`config.mk`:
```
export PLATFORM = sky130hd
export DESIGN_NAME = motion_occupancy_timer_core_flat
export DESIGN_NICKNAME = d
export VERILOG_FILES = /design/src/rtl/mot_pkg.sv /design/src/rtl/mot_ifs.sv /design/src/rtl/mot_step.sv /design/src/rtl/motion_occupancy_timer_core.sv /design/src/flat_wrapper.sv
export SDC_FILE = /design/constraint.sdc
export NUM_CORES = 1
export LEC_CHECK = 0
export CAP_MARGIN = 15
export CORE_UTILIZATION = 39
export CTS_BUF_LIST = sky130_fd_sc_hd__clkbuf_4 sky130_fd_sc_hd__clkbuf_8
export CTS_CLUSTER_SIZE = 40
export DETAILED_ROUTE_END_ITERATION = 8
export DONT_BUFFER_PORTS = 1
export PLACE_DENSITY = 0.62
export SYNTH_ARGS = -nofsm -noshare
export SYNTH_HDL_FRONTEND = slang
export SYNTH_SLANG_ARGS = --single-unit
```
`constraint.sdc`:
```
create_clock -name clk_i -period 15.5 [get_ports clk_i]
set_clock_uncertainty 0.05 [all_clocks]
set_input_delay 3.875 -clock clk_i [delete_from_list [all_inputs] [get_ports clk_i]]
set_output_delay 3.875 -clock clk_i [all_outputs]
set_load 0.01 [all_outputs]
```
`src/rtl/mot_pkg.sv`:
```
// ----------------------------------------------------------------------------
// mot_pkg
// Shared types and constants for the motion occupancy timer.
// ----------------------------------------------------------------------------
package mot_pkg;

  localparam int unsigned CntW  = 24;
  localparam int unsigned MinW  = 8;
  localparam int unsigned TpmW  = 16;
  localparam int unsigned CfgIdxW  = 2;
  localparam int unsigned CfgDataW = 16;

  localparam logic [CfgIdxW-1:0] RegPinInverted   = 2'd0;
  localparam logic [CfgIdxW-1:0] RegTriggerMin    = 2'd1;
  localparam logic [CfgIdxW-1:0] RegAutoOffMin    = 2'd2;
  localparam logic [CfgIdxW-1:0] RegTicksPerMin   = 2'd3;

  localparam logic [MinW-1:0] TriggerMinReset = 8'd1;
  localparam logic [MinW-1:0] AutoOffMinReset = 8'd0;
  localparam logic [TpmW-1:0] TicksPerMinReset = 16'd600;

  typedef struct packed {
    logic            pin_inverted;
    logic [MinW-1:0] trigger_minutes;
    logic [MinW-1:0] auto_off_minutes;
    logic [TpmW-1:0] ticks_per_minute;
  } cfg_t;

  typedef struct packed {
    logic            occupied;
    logic            trig_run;
    logic [CntW-1:0] trig_rem;
    logic            ao_run;
    logic [CntW-1:0] ao_rem;
    logic            ao_flag;
  } state_t;

  typedef struct packed {
    logic motion_active;
    logic auto_off_active;
    logic motion_rose;
    logic motion_fell;
    logic auto_off_fired;
    logic auto_on_fired;
  } res_t;

endpackage

```
`src/rtl/mot_ifs.sv`:
```
// ----------------------------------------------------------------------------
// mot_ifs
// Request channels of the motion occupancy timer: poll ticks, results and
// register writes.
// ----------------------------------------------------------------------------
interface mot_in_if;
  logic valid;
  logic ready;
  logic pin_level;

  modport source (output valid, output pin_level, input ready);
  modport sink   (input valid, input pin_level, output ready);
endinterface

interface mot_res_if;
  logic valid;
  logic ready;
  logic motion_active;
  logic auto_off_active;
  logic motion_rose;
  logic motion_fell;
  logic auto_off_fired;
  logic auto_on_fired;

  modport source (output valid, output motion_active, output auto_off_active,
                  output motion_rose, output motion_fell, output auto_off_fired,
                  output auto_on_fired, input ready);
  modport sink   (input valid, input motion_active, input auto_off_active,
                  input motion_rose, input motion_fell, input auto_off_fired,
                  input auto_on_fired, output ready);
endinterface

interface mot_cfg_if;
  logic        valid;
  logic        ready;
  logic [1:0]  index;
  logic [15:0] data;

  modport source (output valid, output index, output data, input ready);
  modport sink   (input valid, input index, input data, output ready);
endinterface

```
`src/rtl/mot_step.sv`:
```
// ----------------------------------------------------------------------------
// mot_step
// Next-state and result logic for one poll tick: timer countdown, expiry,
// retrigger and auto-off/auto-on handling.
// ----------------------------------------------------------------------------
module mot_step (
  input  mot_pkg::cfg_t   cfg_i,
  input  mot_pkg::state_t st_i,
  input  logic            pin_level_i,
  output mot_pkg::state_t st_o,
  output mot_pkg::res_t   res_o
);
  import mot_pkg::*;

  logic [CntW-1:0] prod_trig;
  logic [CntW-1:0] prod_auto;
  logic [CntW-1:0] len_trig;
  logic [CntW-1:0] len_auto;
  logic            active;
  logic            auto_en;
  state_t          st;
  res_t            res;

  assign prod_trig = CntW'(cfg_i.trigger_minutes) * CntW'(cfg_i.ticks_per_minute);
  assign prod_auto = CntW'(cfg_i.auto_off_minutes) * CntW'(cfg_i.ticks_per_minute);
  assign len_trig  = (prod_trig == '0) ? CntW'(1) : prod_trig;
  assign len_auto  = (prod_auto == '0) ? CntW'(1) : prod_auto;
  assign active    = pin_level_i ^ cfg_i.pin_inverted;
  assign auto_en   = (cfg_i.auto_off_minutes != '0);

  always_comb begin
    st  = st_i;
    res = '0;

    if (st_i.ao_run) begin
      if (st_i.ao_rem != '0) begin
        st.ao_rem = st_i.ao_rem - CntW'(1);
      end
      if (st_i.ao_rem <= CntW'(1)) begin
        st.ao_run          = 1'b0;
        st.ao_flag         = 1'b1;
        res.auto_off_fired = 1'b1;
      end
    end

    if (st_i.trig_run) begin
      if (st_i.trig_rem != '0) begin
        st.trig_rem = st_i.trig_rem - CntW'(1);
      end
      if (st_i.trig_rem <= CntW'(1)) begin
        st.trig_run     = 1'b0;
        st.occupied     = 1'b0;
        res.motion_fell = 1'b1;
        if (auto_en && !st.ao_flag) begin
          st.ao_rem = len_auto;
          st.ao_run = 1'b1;
        end
      end
    end

    if (active) begin
      st.trig_rem = len_trig;
      st.trig_run = 1'b1;
      if (auto_en) begin
        st.ao_run = 1'b0;
        st.ao_rem = '0;
      end
      if (!st.occupied) begin
        st.occupied     = 1'b1;
        res.motion_rose = 1'b1;
        if (auto_en && st.ao_flag) begin
          st.ao_flag        = 1'b0;
          res.auto_on_fired = 1'b1;
        end
      end
    end

    res.motion_active   = st.occupied;
    res.auto_off_active = st.ao_flag;
  end

  assign st_o  = st;
  assign res_o = res;

endmodule

```
`src/rtl/motion_occupancy_timer_core.sv`:
```
// ----------------------------------------------------------------------------
// motion_occupancy_timer_core
// Retriggerable occupancy timeout with auto-off for a polled motion pin.
//
//   channel  dir  payload                                       request moves
//   in_i     in   pin_level                                     one poll tick
//   res_o    out  motion_active, auto_off_active, motion_rose,  one result
//                 motion_fell, auto_off_fired, auto_on_fired
//   cfg_i    in   index (2 bits), data (16 bits)                one register
//
// One tick per clock sustained while results are taken; each tick passes
// through the input register, then the result register holding the new state.
// Reset clears the timers, flags and handshake state; registers take their
// reset values. A stalled result holds in the result register while one more
// tick waits in the input register; ticks are refused only when both are full.
// Register writes are taken in every cycle.
// ----------------------------------------------------------------------------
module motion_occupancy_timer_core (
  input  logic       clk_i,
  input  logic       rst_ni,
  mot_in_if.sink     in_i,
  mot_res_if.source  res_o,
  mot_cfg_if.sink    cfg_i
);
  import mot_pkg::*;

  cfg_t   cfg_q;
  state_t st_q;
  state_t st_d;
  res_t   res_q;
  res_t   res_d;
  logic   in_valid_q;
  logic   pin_q;
  logic   out_valid_q;
  logic   adv;
  logic   in_acc;

  assign cfg_i.ready = 1'b1;

  always_ff @(posedge clk_i or negedge rst_ni) begin
    if (!rst_ni) begin
      cfg_q.pin_inverted     <= 1'b0;
      cfg_q.trigger_minutes  <= TriggerMinReset;
      cfg_q.auto_off_minutes <= AutoOffMinReset;
      cfg_q.ticks_per_minute <= TicksPerMinReset;
    end else if (cfg_i.valid) begin
      case (cfg_i.index)
        RegPinInverted: cfg_q.pin_inverted     <= cfg_i.data[0];
        RegTriggerMin:  cfg_q.trigger_minutes  <= cfg_i.data[MinW-1:0];
        RegAutoOffMin:  cfg_q.auto_off_minutes <= cfg_i.data[MinW-1:0];
        RegTicksPerMin: cfg_q.ticks_per_minute <= cfg_i.data[TpmW-1:0];
        default: ;
      endcase
    end
  end

  assign adv        = !out_valid_q || res_o.ready;
  assign in_i.ready = !in_valid_q || adv;
  assign in_acc     = in_i.valid && in_i.ready;

  mot_step u_step (
    .cfg_i       (cfg_q),
    .st_i        (st_q),
    .pin_level_i (pin_q),
    .st_o        (st_d),
    .res_o       (res_d)
  );

  always_ff @(posedge clk_i or negedge rst_ni) begin
    if (!rst_ni) begin
      in_valid_q  <= 1'b0;
      out_valid_q <= 1'b0;
      st_q        <= '0;
    end else begin
      if (in_acc) begin
        in_valid_q <= 1'b1;
      end else if (adv) begin
        in_valid_q <= 1'b0;
      end
      if (adv) begin
        out_valid_q <= in_valid_q;
        if (in_valid_q) begin
          st_q <= st_d;
        end
      end
    end
  end

  always_ff @(posedge clk_i) begin
    if (in_acc) begin
      pin_q <= in_i.pin_level;
    end
    if (adv && in_valid_q) begin
      res_q <= res_d;
    end
  end

  assign res_o.valid           = out_valid_q;
  assign res_o.motion_active   = res_q.motion_active;
  assign res_o.auto_off_active = res_q.auto_off_active;
  assign res_o.motion_rose     = res_q.motion_rose;
  assign res_o.motion_fell     = res_q.motion_fell;
  assign res_o.auto_off_fired  = res_q.auto_off_fired;
  assign res_o.auto_on_fired   = res_q.auto_on_fired;

  a_occ_timer: assert property (@(posedge clk_i) disable iff (!rst_ni)
    st_q.occupied == st_q.trig_run)
    else $error("occupancy and trigger timer disagree");

  a_flag_run: assert property (@(posedge clk_i) disable iff (!rst_ni)
    !(st_q.ao_run && st_q.ao_flag))
    else $error("auto-off timer running while flag set");

  a_on_rose: assert property (@(posedge clk_i) disable iff (!rst_ni)
    out_valid_q && res_q.auto_on_fired |-> res_q.motion_rose && !res_q.auto_off_active)
    else $error("auto-on without motion rising");

  a_off_flag: assert property (@(posedge clk_i) disable iff (!rst_ni)
    out_valid_q && res_q.auto_off_fired && !res_q.auto_on_fired |-> res_q.auto_off_active)
    else $error("auto-off fired without flag");

  a_fell: assert property (@(posedge clk_i) disable iff (!rst_ni)
    out_valid_q && res_q.motion_fell && !res_q.motion_rose |-> !res_q.motion_active)
    else $error("occupancy fell but still active");

endmodule

```
`src/flat_wrapper.sv`:
```
// flat-port wrapper written by rule: the top's interface ports become plain ports
module motion_occupancy_timer_core_flat import mot_pkg::*;
  (clk_i, rst_ni, in_i_valid, in_i_pin_level, in_i_ready, res_o_valid, res_o_motion_active, res_o_auto_off_active, res_o_motion_rose, res_o_motion_fell, res_o_auto_off_fired, res_o_auto_on_fired, res_o_ready, cfg_i_valid, cfg_i_index, cfg_i_data, cfg_i_ready);
  mot_in_if in_i_i ();
  mot_res_if res_o_i ();
  mot_cfg_if cfg_i_i ();
  input  logic clk_i;
  input  logic rst_ni;
  input wire logic [$bits(in_i_i.valid)-1:0] in_i_valid;
  input wire logic [$bits(in_i_i.pin_level)-1:0] in_i_pin_level;
  output wire logic [$bits(in_i_i.ready)-1:0] in_i_ready;
  output wire logic [$bits(res_o_i.valid)-1:0] res_o_valid;
  output wire logic [$bits(res_o_i.motion_active)-1:0] res_o_motion_active;
  output wire logic [$bits(res_o_i.auto_off_active)-1:0] res_o_auto_off_active;
  output wire logic [$bits(res_o_i.motion_rose)-1:0] res_o_motion_rose;
  output wire logic [$bits(res_o_i.motion_fell)-1:0] res_o_motion_fell;
  output wire logic [$bits(res_o_i.auto_off_fired)-1:0] res_o_auto_off_fired;
  output wire logic [$bits(res_o_i.auto_on_fired)-1:0] res_o_auto_on_fired;
  input wire logic [$bits(res_o_i.ready)-1:0] res_o_ready;
  input wire logic [$bits(cfg_i_i.valid)-1:0] cfg_i_valid;
  input wire logic [$bits(cfg_i_i.index)-1:0] cfg_i_index;
  input wire logic [$bits(cfg_i_i.data)-1:0] cfg_i_data;
  output wire logic [$bits(cfg_i_i.ready)-1:0] cfg_i_ready;
  assign in_i_i.valid = in_i_valid;
  assign in_i_i.pin_level = in_i_pin_level;
  assign in_i_ready = in_i_i.ready;
  assign res_o_valid = res_o_i.valid;
  assign res_o_motion_active = res_o_i.motion_active;
  assign res_o_auto_off_active = res_o_i.auto_off_active;
  assign res_o_motion_rose = res_o_i.motion_rose;
  assign res_o_motion_fell = res_o_i.motion_fell;
  assign res_o_auto_off_fired = res_o_i.auto_off_fired;
  assign res_o_auto_on_fired = res_o_i.auto_on_fired;
  assign res_o_i.ready = res_o_ready;
  assign cfg_i_i.valid = cfg_i_valid;
  assign cfg_i_i.index = cfg_i_index;
  assign cfg_i_i.data = cfg_i_data;
  assign cfg_i_ready = cfg_i_i.ready;
  motion_occupancy_timer_core u_core (.clk_i(clk_i), .rst_ni(rst_ni), .in_i(in_i_i), .res_o(res_o_i), .cfg_i(cfg_i_i));
endmodule
```
==> results of run 1 <==
synthesized netlist by cell type, drive strengths merged (33+ instances only):
cell type,count,share of area [%]
and2,175,8.2
fa,168,25
nor2,69,2.0
ha,92,8.6
dfrtp,82,15
inv,161,4.5
mux2,33,2.8
o21ai,92,3.4
a21oi,73,2.7
nor3,35,1.3
nand2,164,4.6
clkbuf,62,1.7
through the flow:
| step | util (%) | std cells |
|---|---|---|
| floorplan | - | 1519 |
| global placement | 40.6 | 1899 |
| detailed placement | 40.6 | 1899 |
| CTS | 41.3 | 1915 |
| global route | 41.3 | 1915 |
| finish | 41.3 | 1915 |
cell families (layout without fill, tap and decap cells):
| kind of cell | Yosys count | count (layout) | share of synthesized area, % |
|---|---|---|---|
| flops | 94 | 94 | 17.9 |
| other cells | 1 | 1 | 0.0281 |
| compound gates | 286 | 286 | 13.5 |
| xor+xnor | 30 | 30 | 1.97 |
| simple gates | 575 | 575 | 22.7 |
| mux | 39 | 39 | 3.23 |
| fa+ha+maj | 260 | 260 | 33.8 |
| buf+inv | 234 | 182 | 6.87 |
final cells by class:
class | count | area (um^2)
Multi-Input combinational cell | 1191 | 10000
Clock inverter | 7 | 126
Fill cell | 3322 | 19700
Sequential cell | 94 | 2390
Clock buffer | 9 | 124
Inverter | 162 | 609
Tap cell | 448 | 561
Timing Repair Buffer | 4 | 30.0
how the worst max path moves through the flow:
| stage | start | to | slack (ns) | cells after the start |
|---|---|---|---|---|
| 2_1_floorplan | res_o_ready | in_i_ready | 7.49 | 1 |
| 3_3_place_gp | res_o_ready | in_i_ready | 7.48 | 1 |
| 3_5_place_dp | res_o_ready | in_i_ready | 7.48 | 1 |
| 4_1_cts | res_o_ready | in_i_ready | 7.48 | 1 |
| 5_1_grt | res_o_ready | in_i_ready | 7.47 | 1 |
| 6_report | res_o_ready | in_i_ready | 7.48 | 1 |
flip-flops by register name (all words and copies together), names as in the netlist:
name / flops
u_core.res_o.valid: 1
u_core.st_q: 52
u_core.res_o.auto_off_active: 1
u_core.res_o.motion_rose: 1
u_core.res_o.auto_off_fired: 1
u_core.in_valid_q: 1
u_core.res_o.motion_fell: 1
u_core.res_o.auto_on_fired: 1
u_core.res_o.motion_active: 1
u_core.cfg_q: 33
u_core.pin_q: 1
metal layers:
| metal | track usage (%) | part of all wire (%) | wire length [um] |
|---|---|---|---|
| met1 | 27.6 | 47 | 15400 |
| met2 | 31.2 | 46 | 14800 |
| met3 | 3.38 | 5.8 | 1890 |
| met4 | 4.32 | 1.1 | 369 |
| met5 | 0 | 0.040 | 13 |
==> reports/results.txt, run 1 <==
Detailed placement finished with a half-perimeter wire length of 24400 um. STA classifies the critical path endpoint as an output pin. For the pin with the worst max-slew slack, the measured transition is 0.939 ns. The end of the worst register-to-register path was u_core.st_q[26]$_DFFE_PN0P_. Counting both buffers and inverters, the worst setup path holds a total of 0. Data on the critical path arrives at its endpoint at 4.09 ns. The core region is 0.0336 mm^2.

The tools report the cell area after technology mapping as 0.0134 mm^2. The total of warnings raised by yosys was 0. The tools report the type of origin of the critical path as an input pin. For the number of buffers inserted by post-CTS setup repair, the log shows 0. Port buffering added 0 buffers. Worst-path cell with the longest stage delay: sky130_fd_sc_hd__nand3b_1. For the total overflow reported by the global router, the log shows 0.

The number of clock buffers added by TritonCTS is 9. After routing, the total negative slack on setup checks comes to 0 ns. Timing analysis after detailed placement gives a worst setup slack of 7.48 ns. The logs give 0.0350 mm^2 for the area enclosed by the die boundary and 0 for the hold violation count in the final report. The first global-routing pass estimated 55900 um of wire. In the routed design, unresolved DRC markers number 0.

Average wire per standard cell: 16.9 um. After synthesis, the share of flip-flops with an asynchronous set or reset is 92.6%. The category of the most critical setup path is in -> out.

Counting I/O delays and the setup requirement, the final critical path takes 8.02 ns. The post-CTS resize count is 0. The overall die width came out at 187 um. After layout, the worst setup slack is 7.48 ns. Timing would allow up to 125 MHz.

The first routing iteration left 802 violations. The via count of the first global-routing pass is 10.9k, and the insertion delay of the later-clocked pin in the worst-skew pair is 0.41 ns. The terminating pin of the worst hold path was u_core.res_o.valid$_DFFE_PN0P_. The path depth of the worst reg2reg path is 16, and the detail-routed via count per cell is 5.61.

The number of antenna diodes in the final layout is 0. The number of antenna violations at the first check in global routing was 2; the data required time at the worst endpoint was 11.58 ns. Setup violations remaining at the end of the flow were counted as 0.

The flow ran to the end, and the final reports show no timing, DRC or antenna violations. Clock tree root buffer cell: sky130_fd_sc_hd__clkbuf_8. The tools report the source of the worst register-to-register timing path as u_core.cfg_q[7]$_DFFE_PN0P_. The synthesized design contains 94 register bits.

The path class of the tightest hold or removal check is reg -> reg. The final worst-path cycle share is 51.7%, and the global-route usage over all layers is 19.5%. For the part of the Yosys area used for sequential elements, the log shows 17.9%. The setup check on the worst reg-to-reg path leaves a slack of 9.64 ns.

Relative to the synthesized area, the layout overhead comes to 3.98%. The longest clock path from root to sink contains 2 buffers. The library cells used most frequently in the layout, excluding fill and tap cells, are 175 x sky130_fd_sc_hd__and2_1, 168 x sky130_fd_sc_hd__fa_1, 164 x sky130_fd_sc_hd__nand2_1. The max-slew headroom at the worst pin was 37.2%; the post-layout net count was 1746. The average instance in the mapped netlist occupies 8.80 um^2.

The leading cell type in the layout, fill and taps excluded is sky130_fd_sc_hd__and2_1. Counting every instance in the synthesized netlist gives 1519. The placed instances occupy a cell area of 0.0136 mm^2.

On the final layout, the worst hold slack is 0.450 ns. Along the worst path, the maximum fanout reaches 3. Clock-pin slew was measured on the worst setup and hold paths at 0.11 ns. The count of cell types in the netlist is 77. The tools report the launch point of the worst hold path as u_core.in_valid_q$_DFFE_PN0P_. In this design, the largest share of critical-path delay is due to simple AND/OR/NAND/NOR gates. Traced cell by cell, the critical path runs through nand3b_1. The number of placement rows was 67. The final weighted congestion of routability-driven global placement was 0.865; the max-slew violation count was 0.

During I/O placement, the number of pins put on the boundary was 33. Setup repair after global routing left no endpoint under its margin. The logs give 1803 for the total nets after synthesis and 10.7k for the vias after detailed routing. The run gives 39.7% as the initial core utilization.

The residual antenna-violating net count after detailed routing was 0. TritonCTS built the clock tree. Entering global routing, the biggest net connects 88 pins. After detailed routing, the total wire length is 32400 um.

The worst hold path depth came out at 1. The synthesized design contains 7 enable-type register cells. The most used flip-flop cell after synthesis is sky130_fd_sc_hd__dfrtp_1. The die span in y is 187 um, and the share of post-route cells with drive strength above 1 is 4.91%. The H-tree depth was 3.

The first-pass detailed-route iteration total was 5; the post-cts hold buffer count was 0. The clock drives 94 sinks. In this design, the stage delay of the slowest critical-path cell is 0.22 ns. Design area: 0.0139 mm^2. The tools report the number of violations of the max-capacitance limit as 0.
Power of run 1 is not shown: default switching activity piles up to over one toggle a cycle in this logic, so the estimate is an artifact.
==> inputs of run 2 (changes only) <==
clock period = 7.6 ns   (was 15.5 ns; I/O delays follow)
==> reports/results.txt, run 2 (synthesized netlist as in run 1, its figures left out) <==
The flow ran to the end, and the final reports show no timing, DRC or antenna violations. For this run, global-route usage on met1 was measured as 29.0%. The setup total negative slack is 0 ns. The half-perimeter wire length of the detailed placement result was 25100 um; the number of violations of the max-capacitance limit was 0. The net count of the finished layout is 1746. The first-pass detailed-route iteration total is 5. In the layout the commonest cells are 175 x sky130_fd_sc_hd__and2_1, 168 x sky130_fd_sc_hd__fa_1, 164 x sky130_fd_sc_hd__nand2_1. The startpoint identified for the worst register-to-register timing path is u_core.cfg_q[4]$_DFFE_PN1P_. Counting I/O delays and the setup requirement, the final critical path takes 5.90 ns.

In this run the tightest slew margin relative to its limit is 39.2%. Kind of path behind the tightest hold check: reg -> reg. The share of post-route cells with drive strength above 1 works out to 4.91%. Global routing finished with a remaining overflow of 0. The signal on the critical path passes through nand2_1 > fa_1 > fa_1 > inv_1 > fa_1 > inv_1 > fa_1 > inv_1 > ha_1 > nand2_1 > a211oi_1 > o21ai_0 > a22oi_1 > mux2i_1 > nor4b_1 > a41oi_1 > nor2_1. The leading cell type in the layout, fill and taps excluded is sky130_fd_sc_hd__and2_1.

Clock latency on the worst-skew pair, taken at its later pin, is 0.42 ns. The via count of the first global-routing pass was 10.7k. Global routing consumed, on the met3 layer, 3.73% of the routing resources. During placement, the flow inserted port buffers numbering 0. At the pin with the least slew margin, the transition time is 0.909 ns.

In this run the worst setup path begins at u_core.cfg_q[4]$_DFFE_PN1P_. The register with the most flip-flops in the layout has 52 of them. In this run the count of I/O pins placed on the die edge is 33.

The tools report the launch point of the worst hold path as u_core.st_q[0]$_DFFE_PN0P_. After floorplanning, the core was divided into 67 placement rows. For the vias after detailed routing, the log shows 10.8k. In this run the deepest clock path goes through 2 buffers. On the worst path, the slowest cell contributes a delay of 0.78 ns. The hold violation count in the final report is 0.

The synthesis-to-finish area growth works out to 3.59%. Clock tree root buffer cell: sky130_fd_sc_hd__clkbuf_8. STA classifies the critical path startpoint as a flip-flop. The average wire per standard cell was 17.2 um. The data required time at the worst endpoint was 7.91 ns.

The endpoint class of the critical path is a flip-flop. The detailed router's first-iteration violation count came out at 957. Layer carrying the most global-route usage: met2. The run gives 94 as the clock sink total. The largest registers in the layout are u_core.st_q (52), u_core.cfg_q (33). The cell that appears most often on the critical path is sky130_fd_sc_hd__fa_1. After routing the design area is 0.0138 mm^2.

The critical path is of the reg -> reg type. In this run the remaining antenna-violating nets after routing total 0. For the worst setup path, the data arrival time is 6.21 ns.

The first global-routing pass estimated 55900 um of wire. The number of buffers and inverters on the critical path is 3. For this design, the CTS-stage hold fixing added 0 buffers. Setup repair after global routing left no endpoint under its margin. Based on the critical path, the design can be clocked at up to 170 MHz. From bottom edge to top edge, the die measures 187 um. The max-slew violation count was 0; the final core utilization was 41.2%.

The run gives 9 as the number of buffers created by CTS. The minimum setup slack in the final design is 1.70 ns. For this configuration, the core starts out at a cell density of 39.7%. At the end of routability-driven placement, the weighted congestion stood at 0.868. Dividing the final minimum period by the clock period gives 77.6%.

The CTS clock-pin slew for the worst setup and hold paths is 0.11 ns. Setup violations remaining at the end of the flow were counted as 0. For the area of placed instances, the log shows 0.0136 mm^2. u_core.st_q holds more flip-flops than any other register. Among all stages on the critical path, the largest delay is contributed by sky130_fd_sc_hd__dfstp_2.

Entering global routing, the biggest net connects 88 pins. Among cell families on the critical path, the largest total delay comes from adder cells. The critical-path maximum fanout was 17. For the number of antenna violations at the first check in global routing, the log shows 1.

The placeable core region is 0.0336 mm^2. The logs give 1.81 ns for the setup slack after placement and 29.7% for the met2 demand-to-capacity share in global routing. The count of fill cells added during filler insertion was 3329. For the area enclosed by the die boundary, the log shows 0.0350 mm^2. After detailed routing, the number of vias per cell comes to 5.65. The post-CTS resize count was 0; the overall die width was 187 um. Number of buffers inserted by post-CTS setup repair: 0. TritonCTS built the clock tree. The overall routed net length was 33000 um; the global-route usage over all layers was 19.7%. The tools report the final routed DRC violation total as 0. The H-tree generated during clock tree synthesis spans 3 levels.
[run 2: changes by cell type in the layout (fill, tap and decap cells not counted), sizes merged]
cell | previous run | this run
diode | 0 | 1
inv | 164 | 163
clkinvlp | 1 | 0
bufinv | 3 | 1
clkinv | 1 | 5
[run 2: stage by stage]
step           hold slack, ns  cells
5_1_grt                 0.486   1915
3_3_place_gp            0.424   1899
2_1_floorplan           0.397   1519
4_1_cts                 0.456   1915
6_report                0.456   1916
3_5_place_dp            0.427   1899
[run 2: layer usage]
metal | part of all wire (%) | routed length [um]
met3 | 7.1 | 2360
met4 | 1.4 | 459
met5 | 0 | 0
met1 | 47 | 15600
met2 | 44 | 14600
[run 2: path summary, 6_finish.rpt]
check	slack, ns	cells past startpoint	end
max	1.70	17	u_core.st_q[1]$_DFFE_PN0P_
min	0.46	2	u_core.st_q[0]$_DFFE_PN0P_
max reg2reg	1.70	17	u_core.st_q[1]$_DFFE_PN0P_
min reg2reg	0.46	2	u_core.st_q[0]$_DFFE_PN0P_
max in group asynchronous	6.15	0	u_core.cfg_q[9]$_DFFE_PN1P_
min in group asynchronous	1.11	0	u_core.st_q[6]$_DFFE_PN0P_
[run 2: worst reg2reg max path: stages (launching register included)]
cell,delay [ns]
sky130_fd_sc_hd__dfstp_2,0.78
sky130_fd_sc_hd__nand2_1,0.14
sky130_fd_sc_hd__fa_1,0.50
sky130_fd_sc_hd__fa_1,0.54
sky130_fd_sc_hd__inv_1,0.05
sky130_fd_sc_hd__fa_1,0.48
sky130_fd_sc_hd__inv_1,0.05
sky130_fd_sc_hd__fa_1,0.47
sky130_fd_sc_hd__inv_1,0.04
sky130_fd_sc_hd__ha_1,0.39
sky130_fd_sc_hd__nand2_1,0.11
sky130_fd_sc_hd__a211oi_1,0.46
sky130_fd_sc_hd__o21ai_0,0.33
sky130_fd_sc_hd__a22oi_1,0.38
sky130_fd_sc_hd__mux2i_1,0.47
sky130_fd_sc_hd__nor4b_1,0.34
sky130_fd_sc_hd__a41oi_1,0.16
sky130_fd_sc_hd__nor2_1,0.11
[run 2: layout make-up]
class	instances	area, um^2	share of cell area, %
well taps	448	561	4.05
repair buffers	4	30.0	0.217
clock inverters	7	71.3	0.515
diodes	1	2.50	0.0181
clock buffers	9	124	0.895
multi-input cells	1191	10000	72.6
flip-flops and latches	94	2390	17.3
inverters	162	609	4.40
Power of run 2 is left out for the same reason.
